File: config.mk
export PLATFORM = sky130hd
export DESIGN_NAME = lin_slave_frame_engine_top
export DESIGN_NICKNAME = d
export VERILOG_FILES = /design/src/hw/rtl/lsfe_pkg.sv /design/src/hw/rtl/lsfe_ram.sv /design/src/hw/rtl/lsfe_cfg.sv /design/src/hw/rtl/lsfe_ctrl.sv /design/src/hw/rtl/lin_slave_frame_engine_top.sv
export SDC_FILE = /design/constraint.sdc
export NUM_CORES = 1
export LEC_CHECK = 0
export BUFFER_PORTS_ARGS = -buffer_cell sky130_fd_sc_hd__buf_2
export CORE_MARGIN = 2
export CORE_UTILIZATION = 25
export DETAILED_ROUTE_END_ITERATION = 8
export HOLD_SLACK_MARGIN = 0.15
export RECOVER_POWER = 50
export SYNTH_ARGS = -nofsm -noshare
export SYNTH_HDL_FRONTEND = slang
export SYNTH_HIERARCHICAL = 1
export SYNTH_SLANG_ARGS = --single-unit
export TNS_END_PERCENT = 50
File: constraint.sdc
create_clock -name clock -period 4.3 [get_ports clock]
set_input_delay 0 -clock clock [delete_from_list [all_inputs] [get_ports clock]]
set_output_delay 0 -clock clock [all_outputs]
set_load 0.02 [all_outputs]
File: src/hw/rtl/lsfe_pkg.sv
// Shared types, codes and helper functions of the LIN slave frame engine.
// Depends on nothing; every other file of the block but lsfe_ram imports it.
`timescale 1ns / 1ps
`default_nettype none

package lsfe_pkg;

   localparam int NUM_SLOTS_DEF = 4;
   localparam int MAX_LEN_DEF   = 8;
   localparam int SLOT_REGS     = 4;
   localparam int CSR_IDX_W     = 3;
   localparam int CSR_DATA_W    = 12;
   localparam int LEN_W         = 4;
   localparam logic [7:0] SYNC_BYTE = 8'h55;

   typedef enum logic [1:0] {
      KIND_BREAK   = 2'd0,
      KIND_BYTE    = 2'd1,
      KIND_HOST_WR = 2'd2,
      KIND_HOST_RD = 2'd3
   } lsfe_kind_type;

   typedef enum logic [3:0] {
      EV_TX       = 4'd0,
      EV_RXOK     = 4'd1,
      EV_READ     = 4'd2,
      EV_BREAK    = 4'd3,
      EV_SYNC     = 4'd4,
      EV_PARITY   = 4'd5,
      EV_UNKNOWN  = 4'd6,
      EV_CHECKSUM = 4'd7,
      EV_STRAY    = 4'd8
   } lsfe_event_type;

   typedef enum logic [2:0] {
      CSR_CHECKSUM_ENH = 3'd0,
      CSR_BREAK_SYNC   = 3'd1,
      CSR_SLOT_0       = 3'd2,
      CSR_SLOT_1       = 3'd3,
      CSR_SLOT_2       = 3'd4,
      CSR_SLOT_3       = 3'd5
   } lsfe_csr_type;

   typedef enum logic [1:0] {
      PH_IDLE = 2'd0,
      PH_SYNC = 2'd1,
      PH_PID  = 2'd2,
      PH_DATA = 2'd3
   } lsfe_phase_type;

   typedef enum logic [3:0] {
      ST_ACCEPT,
      ST_DECODE,
      ST_READ_WAIT,
      ST_TX_FETCH,
      ST_TX_SEND,
      ST_TX_CHECK,
      ST_CK_FETCH,
      ST_CK_ADD,
      ST_COPY_FETCH,
      ST_COPY_WRITE
   } lsfe_state_type;

   // Slot table entry, same packing as the register
   typedef struct packed {
      logic       enabled;
      logic       transmit;
      logic [3:0] len;
      logic [5:0] id;
   } lsfe_slot_entry_type;

   typedef struct packed {
      logic enhanced;
      logic break_is_sync;
   } lsfe_cfg_type;

   typedef struct packed {
      logic             found;
      logic [1:0]       slot;
      logic             transmit;
      logic [LEN_W-1:0] len;
   } lsfe_lookup_type;

   // Protected identifier: ID with its two parity bits on top
   function automatic logic [7:0] protect_id(input logic [5:0] id);
      logic p0;
      logic p1;
      p0 = id[0] ^ id[1] ^ id[2] ^ id[4];
      p1 = ~(id[1] ^ id[3] ^ id[4] ^ id[5]);
      return {p1, p0, id};
   endfunction

   // Add with end-around carry
   function automatic logic [7:0] oc_add(input logic [7:0] a, input logic [7:0] b);
      logic [8:0] s;
      s = {1'b0, a} + {1'b0, b};
      if (s > 9'd255) s = s - 9'd255;
      return s[7:0];
   endfunction

endpackage

`default_nettype wire

File: src/hw/rtl/lsfe_ram.sv
// Simple dual-port synchronous RAM, one write and one registered read port.
// Holds the slot data store and the receive buffer. No dependencies.
`timescale 1ns / 1ps
`default_nettype none

module lsfe_ram #(
   parameter int DEPTH = 32,
   parameter int WIDTH = 8,
   parameter int AW    = 5
) (
   input  wire logic             clock,
   input  wire logic             we,
   input  wire logic [AW-1:0]    waddr,
   input  wire logic [WIDTH-1:0] wdata,
   input  wire logic             re,
   input  wire logic [AW-1:0]    raddr,
   output logic      [WIDTH-1:0] rdata
);

   logic [WIDTH-1:0] mem_ff [DEPTH];
   logic [WIDTH-1:0] rdata_ff;

   always_ff @(posedge clock) begin
      if (we) mem_ff[waddr] <= wdata;
   end

   // Hold the read data until the next read
   always_ff @(posedge clock) begin
      if (re) rdata_ff <= mem_ff[raddr];
   end

   assign rdata = rdata_ff;

endmodule

`default_nettype wire

File: src/hw/rtl/lsfe_cfg.sv
// Configuration registers and slot table lookup of the LIN slave frame engine.
// Depends on lsfe_pkg.
`timescale 1ns / 1ps
`default_nettype none

module lsfe_cfg #(
   parameter int NUM_SLOTS = lsfe_pkg::NUM_SLOTS_DEF,
   parameter int MAX_LEN   = lsfe_pkg::MAX_LEN_DEF
) (
   input  wire logic                                clock,
   input  wire logic                                reset,
   input  wire logic                                csr_we,
   input  wire logic [lsfe_pkg::CSR_IDX_W-1:0]      csr_index,
   input  wire logic [lsfe_pkg::CSR_DATA_W-1:0]     csr_wdata,
   input  wire logic [5:0]                          lookup_id,
   input  wire logic [1:0]                          cur_slot,
   output lsfe_pkg::lsfe_cfg_type                   cfg,
   output lsfe_pkg::lsfe_lookup_type                lookup,
   output logic [lsfe_pkg::LEN_W-1:0]               live_len
);
   import lsfe_pkg::*;

   logic                enh_ff, enh_in;
   logic                brk_sync_ff, brk_sync_in;
   lsfe_slot_entry_type slot_ff [SLOT_REGS];
   lsfe_slot_entry_type slot_in [SLOT_REGS];

   function automatic logic [LEN_W-1:0] sat_len(input logic [3:0] l);
      if (int'(l) > MAX_LEN) return LEN_W'(MAX_LEN);
      return l;
   endfunction

   always_comb begin
      enh_in      = enh_ff;
      brk_sync_in = brk_sync_ff;
      for (int s = 0; s < SLOT_REGS; s++) slot_in[s] = slot_ff[s];
      if (csr_we) begin
         unique case (csr_index)
            CSR_CHECKSUM_ENH: enh_in      = csr_wdata[0];
            CSR_BREAK_SYNC:   brk_sync_in = csr_wdata[0];
            CSR_SLOT_0:       slot_in[0]  = lsfe_slot_entry_type'(csr_wdata);
            CSR_SLOT_1:       slot_in[1]  = lsfe_slot_entry_type'(csr_wdata);
            CSR_SLOT_2:       slot_in[2]  = lsfe_slot_entry_type'(csr_wdata);
            CSR_SLOT_3:       slot_in[3]  = lsfe_slot_entry_type'(csr_wdata);
            default: ;
         endcase
      end
   end

   always_ff @(posedge clock) begin
      if (reset) begin
         enh_ff      <= 1'b1;
         brk_sync_ff <= 1'b0;
         for (int s = 0; s < SLOT_REGS; s++) slot_ff[s] <= '0;
      end else begin
         enh_ff      <= enh_in;
         brk_sync_ff <= brk_sync_in;
         for (int s = 0; s < SLOT_REGS; s++) slot_ff[s] <= slot_in[s];
      end
   end

   assign cfg.enhanced      = enh_ff;
   assign cfg.break_is_sync = brk_sync_ff;
   assign live_len          = sat_len(slot_ff[cur_slot].len);

   // Lowest numbered enabled slot with a matching ID wins
   always_comb begin
      lookup = '0;
      for (int s = NUM_SLOTS - 1; s >= 0; s--) begin
         if (slot_ff[s].enabled && slot_ff[s].id == lookup_id) begin
            lookup.found    = 1'b1;
            lookup.slot     = 2'(s);
            lookup.transmit = slot_ff[s].transmit;
            lookup.len      = sat_len(slot_ff[s].len);
         end
      end
   end

endmodule

`default_nettype wire

File: src/hw/rtl/lsfe_ctrl.sv
// Frame sequencer of the LIN slave frame engine: header tracking, transmit
// bursts, checksum and copy passes over the two RAMs, result register.
// Depends on lsfe_pkg and lsfe_ram.
`timescale 1ns / 1ps
`default_nettype none

module lsfe_ctrl #(
   parameter int NUM_SLOTS = lsfe_pkg::NUM_SLOTS_DEF,
   parameter int MAX_LEN   = lsfe_pkg::MAX_LEN_DEF
) (
   input  wire logic                      clock,
   input  wire logic                      reset,
   input  wire logic                      req_valid,
   output logic                           req_ready,
   input  wire lsfe_pkg::lsfe_kind_type   req_kind,
   input  wire logic [7:0]                req_data_byte,
   input  wire logic [1:0]                req_slot_index,
   input  wire logic [2:0]                req_byte_index,
   output logic                           rsp_valid,
   input  wire logic                      rsp_ready,
   output lsfe_pkg::lsfe_event_type       rsp_event,
   output logic [1:0]                     rsp_slot,
   output logic [7:0]                     rsp_byte,
   output logic                           rsp_last,
   input  wire lsfe_pkg::lsfe_cfg_type    cfg,
   input  wire lsfe_pkg::lsfe_lookup_type lookup,
   input  wire logic [lsfe_pkg::LEN_W-1:0] live_len,
   output logic [5:0]                     lookup_id,
   output logic [1:0]                     cur_slot
);
   import lsfe_pkg::*;

   localparam int ST_DEPTH = NUM_SLOTS * MAX_LEN;
   localparam int ST_AW    = (ST_DEPTH > 1) ? $clog2(ST_DEPTH) : 1;
   localparam int RB_AW    = (MAX_LEN > 1) ? $clog2(MAX_LEN) : 1;

   // control state
   lsfe_state_type   st_ff, st_in;
   lsfe_phase_type   phase_ff, phase_in;
   logic [LEN_W-1:0] byte_cnt_ff, byte_cnt_in;
   logic [LEN_W-1:0] idx_ff, idx_in;
   logic [LEN_W-1:0] len_ff, len_in;
   logic [1:0]       cur_slot_ff, cur_slot_in;
   logic [7:0]       cur_pid_ff, cur_pid_in;
   logic [7:0]       sum_ff, sum_in;
   logic             rsp_valid_ff, rsp_valid_in;

   // latched request and result payload
   lsfe_kind_type    kind_ff, kind_in;
   logic [7:0]       db_ff, db_in;
   logic [1:0]       si_ff, si_in;
   logic [2:0]       bi_ff, bi_in;
   lsfe_event_type   rsp_event_ff, rsp_event_in;
   logic [1:0]       rsp_slot_ff, rsp_slot_in;
   logic [7:0]       rsp_byte_ff, rsp_byte_in;
   logic             rsp_last_ff, rsp_last_in;

   // result request from the sequencer
   logic             emit;
   lsfe_event_type   ev;
   logic [1:0]       sl;
   logic [7:0]       ob;
   logic             lst;
   logic             out_free;
   logic             host_ok;

   // RAM ports
   logic             st_we, st_re;
   logic [ST_AW-1:0] st_waddr, st_raddr;
   logic [7:0]       st_wdata, st_rdata;
   logic             rb_we, rb_re;
   logic [RB_AW-1:0] rb_waddr, rb_raddr;
   logic [7:0]       rb_wdata, rb_rdata;

   function automatic logic [ST_AW-1:0] st_addr(input logic [1:0] s,
                                                input logic [LEN_W-1:0] i);
      return ST_AW'(ST_AW'(s) * ST_AW'(MAX_LEN) + ST_AW'(i));
   endfunction

   lsfe_ram #(.DEPTH(ST_DEPTH), .WIDTH(8), .AW(ST_AW)) u_store (
      .clock (clock),
      .we    (st_we),
      .waddr (st_waddr),
      .wdata (st_wdata),
      .re    (st_re),
      .raddr (st_raddr),
      .rdata (st_rdata)
   );

   lsfe_ram #(.DEPTH(MAX_LEN), .WIDTH(8), .AW(RB_AW)) u_rxbuf (
      .clock (clock),
      .we    (rb_we),
      .waddr (rb_waddr),
      .wdata (rb_wdata),
      .re    (rb_re),
      .raddr (rb_raddr),
      .rdata (rb_rdata)
   );

   assign out_free  = !rsp_valid_ff || rsp_ready;
   assign host_ok   = (int'(si_ff) < NUM_SLOTS) && (int'(bi_ff) < MAX_LEN);
   assign lookup_id = db_ff[5:0];
   assign cur_slot  = cur_slot_ff;

   always_comb begin
      st_in        = st_ff;
      phase_in     = phase_ff;
      byte_cnt_in  = byte_cnt_ff;
      idx_in       = idx_ff;
      len_in       = len_ff;
      cur_slot_in  = cur_slot_ff;
      cur_pid_in   = cur_pid_ff;
      sum_in       = sum_ff;
      kind_in      = kind_ff;
      db_in        = db_ff;
      si_in        = si_ff;
      bi_in        = bi_ff;
      rsp_valid_in = rsp_valid_ff && !rsp_ready;
      rsp_event_in = rsp_event_ff;
      rsp_slot_in  = rsp_slot_ff;
      rsp_byte_in  = rsp_byte_ff;
      rsp_last_in  = rsp_last_ff;
      emit         = 1'b0;
      ev           = EV_TX;
      sl           = 2'd0;
      ob           = 8'd0;
      lst          = 1'b1;
      st_we        = 1'b0;
      st_waddr     = '0;
      st_wdata     = db_ff;
      st_re        = 1'b0;
      st_raddr     = '0;
      rb_we        = 1'b0;
      rb_waddr     = byte_cnt_ff[RB_AW-1:0];
      rb_wdata     = db_ff;
      rb_re        = 1'b0;
      rb_raddr     = idx_ff[RB_AW-1:0];
      req_ready    = (st_ff == ST_ACCEPT);

      unique case (st_ff)
         ST_ACCEPT: begin
            if (req_valid) begin
               kind_in = req_kind;
               db_in   = req_data_byte;
               si_in   = req_slot_index;
               bi_in   = req_byte_index;
               st_in   = ST_DECODE;
            end
         end

         ST_DECODE: begin
            unique case (kind_ff)
               KIND_BREAK: begin
                  if (phase_ff == PH_IDLE || out_free) begin
                     if (phase_ff != PH_IDLE) begin
                        emit = 1'b1;
                        ev   = EV_BREAK;
                        sl   = cur_slot_ff;
                     end
                     phase_in    = cfg.break_is_sync ? PH_PID : PH_SYNC;
                     byte_cnt_in = '0;
                     st_in       = ST_ACCEPT;
                  end
               end
               KIND_HOST_WR: begin
                  st_we    = host_ok;
                  st_waddr = st_addr(si_ff, LEN_W'(bi_ff));
                  st_in    = ST_ACCEPT;
               end
               KIND_HOST_RD: begin
                  if (host_ok) begin
                     st_re    = 1'b1;
                     st_raddr = st_addr(si_ff, LEN_W'(bi_ff));
                     st_in    = ST_READ_WAIT;
                  end else if (out_free) begin
                     emit  = 1'b1;
                     ev    = EV_READ;
                     sl    = si_ff;
                     st_in = ST_ACCEPT;
                  end
               end
               KIND_BYTE: begin
                  unique case (phase_ff)
                     PH_SYNC: begin
                        if (db_ff == SYNC_BYTE) begin
                           phase_in = PH_PID;
                           st_in    = ST_ACCEPT;
                        end else if (out_free) begin
                           emit        = 1'b1;
                           ev          = EV_SYNC;
                           phase_in    = PH_IDLE;
                           byte_cnt_in = '0;
                           st_in       = ST_ACCEPT;
                        end
                     end
                     PH_PID: begin
                        if (protect_id(db_ff[5:0]) != db_ff || !lookup.found) begin
                           if (out_free) begin
                              emit        = 1'b1;
                              ev          = (protect_id(db_ff[5:0]) != db_ff) ?
                                            EV_PARITY : EV_UNKNOWN;
                              phase_in    = PH_IDLE;
                              byte_cnt_in = '0;
                              st_in       = ST_ACCEPT;
                           end
                        end else begin
                           cur_slot_in = lookup.slot;
                           cur_pid_in  = db_ff;
                           byte_cnt_in = '0;
                           if (lookup.transmit) begin
                              phase_in = PH_IDLE;
                              len_in   = lookup.len;
                              idx_in   = '0;
                              sum_in   = cfg.enhanced ? db_ff : 8'd0;
                              st_in    = ST_TX_FETCH;
                           end else begin
                              phase_in = PH_DATA;
                              st_in    = ST_ACCEPT;
                           end
                        end
                     end
                     PH_DATA: begin
                        if (byte_cnt_ff < live_len) begin
                           rb_we       = 1'b1;
                           byte_cnt_in = byte_cnt_ff + 1'b1;
                           st_in       = ST_ACCEPT;
                        end else begin
                           // checksum byte: sum the buffer first
                           len_in = live_len;
                           idx_in = '0;
                           sum_in = cfg.enhanced ? cur_pid_ff : 8'd0;
                           st_in  = ST_CK_FETCH;
                        end
                     end
                     PH_IDLE: begin
                        if (out_free) begin
                           emit        = 1'b1;
                           ev          = EV_STRAY;
                           byte_cnt_in = '0;
                           st_in       = ST_ACCEPT;
                        end
                     end
                  endcase
               end
            endcase
         end

         ST_READ_WAIT: begin
            if (out_free) begin
               emit  = 1'b1;
               ev    = EV_READ;
               sl    = si_ff;
               ob    = st_rdata;
               st_in = ST_ACCEPT;
            end
         end

         ST_TX_FETCH: begin
            if (idx_ff < len_ff) begin
               st_re    = 1'b1;
               st_raddr = st_addr(cur_slot_ff, idx_ff);
               st_in    = ST_TX_SEND;
            end else begin
               st_in = ST_TX_CHECK;
            end
         end

         ST_TX_SEND: begin
            if (out_free) begin
               emit   = 1'b1;
               ev     = EV_TX;
               sl     = cur_slot_ff;
               ob     = st_rdata;
               lst    = 1'b0;
               sum_in = oc_add(sum_ff, st_rdata);
               idx_in = idx_ff + 1'b1;
               st_in  = ST_TX_FETCH;
            end
         end

         ST_TX_CHECK: begin
            if (out_free) begin
               emit  = 1'b1;
               ev    = EV_TX;
               sl    = cur_slot_ff;
               ob    = ~sum_ff;
               st_in = ST_ACCEPT;
            end
         end

         ST_CK_FETCH: begin
            if (idx_ff < len_ff) begin
               rb_re = 1'b1;
               st_in = ST_CK_ADD;
            end else if (db_ff == ~sum_ff) begin
               idx_in = '0;
               st_in  = ST_COPY_FETCH;
            end else if (out_free) begin
               emit        = 1'b1;
               ev          = EV_CHECKSUM;
               sl          = cur_slot_ff;
               phase_in    = PH_IDLE;
               byte_cnt_in = '0;
               st_in       = ST_ACCEPT;
            end
         end

         ST_CK_ADD: begin
            sum_in = oc_add(sum_ff, rb_rdata);
            idx_in = idx_ff + 1'b1;
            st_in  = ST_CK_FETCH;
         end

         ST_COPY_FETCH: begin
            if (idx_ff < len_ff) begin
               rb_re = 1'b1;
               st_in = ST_COPY_WRITE;
            end else if (out_free) begin
               emit        = 1'b1;
               ev          = EV_RXOK;
               sl          = cur_slot_ff;
               phase_in    = PH_IDLE;
               byte_cnt_in = '0;
               st_in       = ST_ACCEPT;
            end
         end

         ST_COPY_WRITE: begin
            st_we    = 1'b1;
            st_waddr = st_addr(cur_slot_ff, idx_ff);
            st_wdata = rb_rdata;
            idx_in   = idx_ff + 1'b1;
            st_in    = ST_COPY_FETCH;
         end

         default: st_in = ST_ACCEPT;
      endcase

      if (emit) begin
         rsp_valid_in = 1'b1;
         rsp_event_in = ev;
         rsp_slot_in  = sl;
         rsp_byte_in  = ob;
         rsp_last_in  = lst;
      end
   end

   always_ff @(posedge clock) begin
      if (reset) begin
         st_ff        <= ST_ACCEPT;
         phase_ff     <= PH_IDLE;
         byte_cnt_ff  <= '0;
         idx_ff       <= '0;
         len_ff       <= '0;
         cur_slot_ff  <= '0;
         cur_pid_ff   <= '0;
         sum_ff       <= '0;
         rsp_valid_ff <= 1'b0;
      end else begin
         st_ff        <= st_in;
         phase_ff     <= phase_in;
         byte_cnt_ff  <= byte_cnt_in;
         idx_ff       <= idx_in;
         len_ff       <= len_in;
         cur_slot_ff  <= cur_slot_in;
         cur_pid_ff   <= cur_pid_in;
         sum_ff       <= sum_in;
         rsp_valid_ff <= rsp_valid_in;
      end
   end

   always_ff @(posedge clock) begin
      kind_ff      <= kind_in;
      db_ff        <= db_in;
      si_ff        <= si_in;
      bi_ff        <= bi_in;
      rsp_event_ff <= rsp_event_in;
      rsp_slot_ff  <= rsp_slot_in;
      rsp_byte_ff  <= rsp_byte_in;
      rsp_last_ff  <= rsp_last_in;
   end

   assign rsp_valid = rsp_valid_ff;
   assign rsp_event = rsp_event_ff;
   assign rsp_slot  = rsp_slot_ff;
   assign rsp_byte  = rsp_byte_ff;
   assign rsp_last  = rsp_last_ff;

`ifndef SYNTHESIS
   a_no_overwrite: assert property (@(posedge clock) disable iff (reset)
      emit |-> out_free)
      else $error("result loaded over an untaken result");

   a_accept_decode: assert property (@(posedge clock) disable iff (reset)
      req_valid && req_ready |=> st_ff == ST_DECODE)
      else $error("accepted transfer not decoded");

   a_count_bound: assert property (@(posedge clock) disable iff (reset)
      byte_cnt_ff <= LEN_W'(MAX_LEN) && len_ff <= LEN_W'(MAX_LEN))
      else $error("byte count or length beyond buffer");

   a_idx_bound: assert property (@(posedge clock) disable iff (reset)
      idx_ff <= len_ff)
      else $error("pass index beyond length");

   a_rxok_phase: assert property (@(posedge clock) disable iff (reset)
      emit && ev == EV_RXOK |-> phase_ff == PH_DATA && db_ff == ~sum_ff)
      else $error("frame accepted outside a good receive frame");
`endif

endmodule

`default_nettype wire

File: src/hw/rtl/lin_slave_frame_engine_top.sv
// Top level of the LIN slave frame engine: stream ports, configuration port.
// Depends on lsfe_pkg, lsfe_cfg, lsfe_ctrl (and lsfe_ram through lsfe_ctrl).
`timescale 1ns / 1ps
`default_nettype none

// LIN slave frame engine.
// req_ carries one event per transfer: a break, a received bus byte, or a host
// write or read of slot data. rsp_ carries the resulting events (transmit
// bytes, read data, frame status and errors); rsp_tlast marks the final result
// of one input transfer. csr_ writes the checksum mode, the break mode and the
// four slot table entries; write them only while the engine is quiet.
// Sequencing: a transfer is taken, then decoded in the next cycle; a new
// transfer is taken only once the last is done. A host read adds a
// registered read of the slot store. A transmit PID fetches and sends each
// data byte of the slot in turn, then the checksum. The checksum byte of a
// receive frame sweeps the receive buffer once to sum and once to copy
// into the slot store (a bad checksum skips the copy).
// A stalled rsp_tready holds the result register; the engine keeps working
// and accepts a further transfer as long as it needs no new result slot.
// Reset clears the header state and configuration; the data memories are not
// cleared and read as undefined until written.
module lin_slave_frame_engine_top #(
   parameter int NUM_SLOTS = lsfe_pkg::NUM_SLOTS_DEF,
   parameter int MAX_LEN   = lsfe_pkg::MAX_LEN_DEF
) (
   input  wire logic                             clock,
   input  wire logic                             reset,
   input  wire logic                             req_tvalid,
   output logic                                  req_tready,
   // data_byte [7:0], slot_index [9:8], byte_index [12:10], zero [15:13]
   input  wire logic [15:0]                      req_tdata,
   // kind [1:0]
   input  wire logic [1:0]                       req_tuser,
   output logic                                  rsp_tvalid,
   input  wire logic                             rsp_tready,
   // slot [1:0], out_byte [9:2], zero [15:10]
   output logic [15:0]                           rsp_tdata,
   // event_res [3:0]
   output logic [3:0]                            rsp_tuser,
   output logic                                  rsp_tlast,
   input  wire logic                             csr_we,
   input  wire logic [lsfe_pkg::CSR_IDX_W-1:0]   csr_index,
   input  wire logic [lsfe_pkg::CSR_DATA_W-1:0]  csr_wdata
);
   import lsfe_pkg::*;

   lsfe_cfg_type     cfg;
   lsfe_lookup_type  lookup;
   logic [LEN_W-1:0] live_len;
   logic [5:0]       lookup_id;
   logic [1:0]       cur_slot;
   lsfe_event_type   rsp_event;
   logic [1:0]       rsp_slot;
   logic [7:0]       rsp_byte;

   // register file and slot table match
   lsfe_cfg #(.NUM_SLOTS(NUM_SLOTS), .MAX_LEN(MAX_LEN)) u_cfg (
      .clock     (clock),
      .reset     (reset),
      .csr_we    (csr_we),
      .csr_index (csr_index),
      .csr_wdata (csr_wdata),
      .lookup_id (lookup_id),
      .cur_slot  (cur_slot),
      .cfg       (cfg),
      .lookup    (lookup),
      .live_len  (live_len)
   );

   // sequencer with slot store and receive buffer
   lsfe_ctrl #(.NUM_SLOTS(NUM_SLOTS), .MAX_LEN(MAX_LEN)) u_ctrl (
      .clock          (clock),
      .reset          (reset),
      .req_valid      (req_tvalid),
      .req_ready      (req_tready),
      .req_kind       (lsfe_kind_type'(req_tuser)),
      .req_data_byte  (req_tdata[7:0]),
      .req_slot_index (req_tdata[9:8]),
      .req_byte_index (req_tdata[12:10]),
      .rsp_valid      (rsp_tvalid),
      .rsp_ready      (rsp_tready),
      .rsp_event      (rsp_event),
      .rsp_slot       (rsp_slot),
      .rsp_byte       (rsp_byte),
      .rsp_last       (rsp_tlast),
      .cfg            (cfg),
      .lookup         (lookup),
      .live_len       (live_len),
      .lookup_id      (lookup_id),
      .cur_slot       (cur_slot)
   );

   // pack the result transfer, lowest field first
   assign rsp_tdata = {6'd0, rsp_byte, rsp_slot};
   assign rsp_tuser = rsp_event;

endmodule

`default_nettype wire

==> metrics <==
critical path fanouts, max=22; Post-Place Cells=between 2000 and 3000; Clk pwr share=between 40% and 50%; CTS Buf Count=between 40 and 50; Synth Flop Type=edfxtp_1; Worst Max-Slew Pin Slew=around 2200 ps; Area contributors post-synth=edfxtp_1 (53%), mux4_2 (9.2%), dfxtp_1 (8.3%), nand2_1 (2.9%), nor2_1 (2.3%); initial core utilization=25.14%; Fin Setup TNS=0 ps; IO buf count=~50; setup violators final=0; DRC viols=0; nets@finish=~1700; full die area=roughly 0.086 mm2; Cells after Synth=about 1500; post-synthesis simple-gate area fraction=about a tenth; clk buf depth=3; clk sinks=~450; Post-CTS Hold Buffers=55; post-synthesis adder-cell area fraction=approximately 1.9%; critical path's largest stage delay=between 1000 and 1500 ps; critical-path cell list=clkbuf_1, a22o_4, buf_4, mux4_2, mux4_2, mux2_2; max_slew headroom=-45.33%; required time of the critical path=4630 ps; DRT Pass-1 Iters=5; Final Hold Viols=0; Max Clk Rate=~0.26 GHz; post-CTS setup buffers=0; Clock Skews=19.62 ps; Synth Area in Compound Gates=7.859%; ys async rst share=0%; H-Tree Level Count=2; CTS root buffer=clkbuf_16; unrepaired setup endpoints after global routing=no; Hold Crit Class=input port to flip-flop; Final period util=between 80% and 90%; status=finished with violations; EDFF count, synth=approximately 370; Via density=roughly 4.8; initial antenna violation count=1; Mapped Area=0.02090 mm2; die height=~290 um; DP Area=0.02240 mm2; area leader, netlist=edfxtp_1; routability cong.=between 0.8 and 0.9; Yosys warnings=6; vias in the first global route=roughly 13000; nature of the critical path startpoint=flip-flop; CP most frequent cell=mux4_2; Psw=0.001982 W; power density over cell area=roughly 380 mW/mm2; vias post-DR=~13000; cell internal pwr=slightly above 0.007 W; Global Route Usage Sum=between 10% and 20%; largest net degree at the start of global routing=52; Post-Route WL=50.53 mm; ANT cells=0; area grow syn2layout=16.31%; sequential power share=a little over half; Critical Path Sink Type=flip-flop; placed wire-length estimate=between 30 and 40 mm; mux cell area share after synthesis=between 10% and 20%; post-synthesis sequential area ratio=around 61%; Final Max Tran Viols=140; Clock Pin Slew Worst Setup and Hold Paths=about 70 ps; CTS tree=built; failing checks=capacitance limit, slew limit; site row count=~110; XOR/XNOR Fraction of Synth Area=under 10%; global-route wire length before repair=roughly 77 mm; layout cells sized above 1=approximately 16%; fin cells=2706; core area=0.08316 mm2; worst-skew pair later-pin latency=580 ps; Synth Area per Inst=14.10 um2; post-synthesis cell type count=99; Slowest-stage cell, CP=clkbuf_1; number of synthesized register bits=about 450; post-cts sizing count=0; max cap viols=4; Final Critical Period=approximately 3900 ps; Final ANT Viol Nets=0; Die X=around 290 um; worst path arrival time=approximately 4200 ps; Comb power frac=under 10%; global route overflow=0; detailed router's first-iteration violation count=a little over 1000; Switching Fraction=between 20 and 25%; DR WL/cell=~19 um; fillers=between 8000 and 9000; Crit Path Category=flip-flop to flip-flop; post-route cell area=0.02431 mm2; top-area cell type share of the netlist area=approximately 53%; worst-case vdd ir drop=0.0002882 V; Top Ports=just over 60; leak pwr=~7.6 nW; largest family of logic cells by synthesized area=multiplexers
## registers in the layout, summed over array words and instances (netlist names), 3 cells and up
register,cells
u_ctrl/idx_ff,4
u_ctrl/bi_ff,3
u_cfg/slot_ff,48
u_ctrl/rsp_event,4
u_ctrl/u_rxbuf/mem_ff,64
u_ctrl/rsp_byte,8
u_ctrl/sum_ff,8
u_ctrl/u_store/mem_ff,256
u_ctrl/u_rxbuf/rdata,8
u_ctrl/cur_pid_ff,8
u_ctrl/u_store/rdata,8
u_ctrl/byte_cnt_ff,4
u_ctrl/st_ff,4
u_ctrl/len_ff,4
u_ctrl/db_ff,8
## worst paths after layout
check,startpoint,to,slack [ps],depth (start not counted)
worst max register to register,u_ctrl/idx_ff[0],u_ctrl/u_store/rdata[7],440,6
worst min-delay path,req_tuser[0],u_ctrl/kind_ff[0],230,2
worst min register to register,u_cfg/slot_ff[2][10],u_cfg/slot_ff[2][10],470,2
worst max-delay path,u_ctrl/idx_ff[0],u_ctrl/u_store/rdata[7],440,6
## final cells by class
class | count | area [um2] | share of cell area [%]
sequential | 453 | 12730 | 52.37
multi-input combinational | 917 | 7541 | 31.02
tap | 1080 | 1351 | 5.558
clock buffer | 53 | 1135 | 4.668
timing repair buffer | 147 | 1119 | 4.601
clock inverter | 26 | 320.3 | 1.318
inverter | 30 | 112.6 | 0.4632
## metrics by stage
stage / hold slack (ps) / power (W) / setup slack (ps) / utilization, %
CTS: 150.5 / 0.009316 / 622.5 / 29.35
floorplan: 98.87 / 0.005191 / 912.2 / -
detailed placement: 179.2 / 0.005353 / 611.4 / 26.93
global route: 229.7 / 0.009496 / 188.7 / 29.23
finish: 225.8 / 0.009198 / 439.8 / 29.23
global placement: 180.1 / 0.005341 / 671.6 / 26.93
## worst max-delay path: cells and delay by family (launching register included)
| kind | cells | cell delay, ps |
|---|---|---|
| flip-flops | 1 | 330 |
| AO/OA/AOI/OAI | 1 | 510 |
| buffers and inverters | 2 | 1400 |
| multiplexers | 3 | 1360 |
## cells by family after synthesis
family | count (synthesis)
AO/OA/AOI/OAI | 237
XOR/XNOR | 55
adder cells (fa/ha/maj) | 30
buffers and inverters | 117
flip-flops | 453
multiplexers | 146
other | 1
AND/OR/NAND/NOR | 443
## per-layer routing
| metal | track usage (%) | share of wire, % | vias up |
|---|---|---|---|
| li1 | - | - | 5909 |
| met1 | 14.74 | 43 | 6513 |
| met2 | 20.15 | 49 | 391 |
| met3 | 1.649 | 5.1 | 76 |
| met4 | 3.940 | 2.7 | 0 |
| met5 | 0 | 0 | - |
## layout by cell type, fill, tap and decap left out, types with 23 or more instances in the layout
cell type	n
edfxtp_1	366
nand2_1	159
nor2_1	127
a21oi_1	89
dfxtp_1	87
mux4_2	85
dlygate4sd3_1	55
clkbuf_16	44
clkbuf_1	41
buf_2	31
inv_1	30
xnor2_1	29
ha_1	28
buf_4	23
## power by group through the flow
stage | registers (W) | logic, W | clock network [W]
final | 0.00482 | 0.000461 | 0.00391
after global routing | 0.00483 | 0.000502 | 0.00417
after CTS | 0.00482 | 0.000474 | 0.00402
after detailed placement | 0.00492 | 0.000436 | 0
after global placement | 0.00492 | 0.000426 | 0
after floorplan | 0.00490 | 0.000289 | 0
## synth_stat cells, types with 16 or more instances
master and instances:
edfxtp_1 366, nand2_1 159, nor2_1 128, a21oi_1 89
dfxtp_1 87, mux4_2 85, clkbuf_1 41, inv_1 30
xnor2_1 29, ha_1 28, mux2_2 25, nand3_1 21
xor2_1 21, buf_4 20, mux2i_1 20, nand2b_1 18
nor2b_1 18, nor3_1 17, o21ai_0 16
Note: power is estimated with default switching activity, not from simulation.
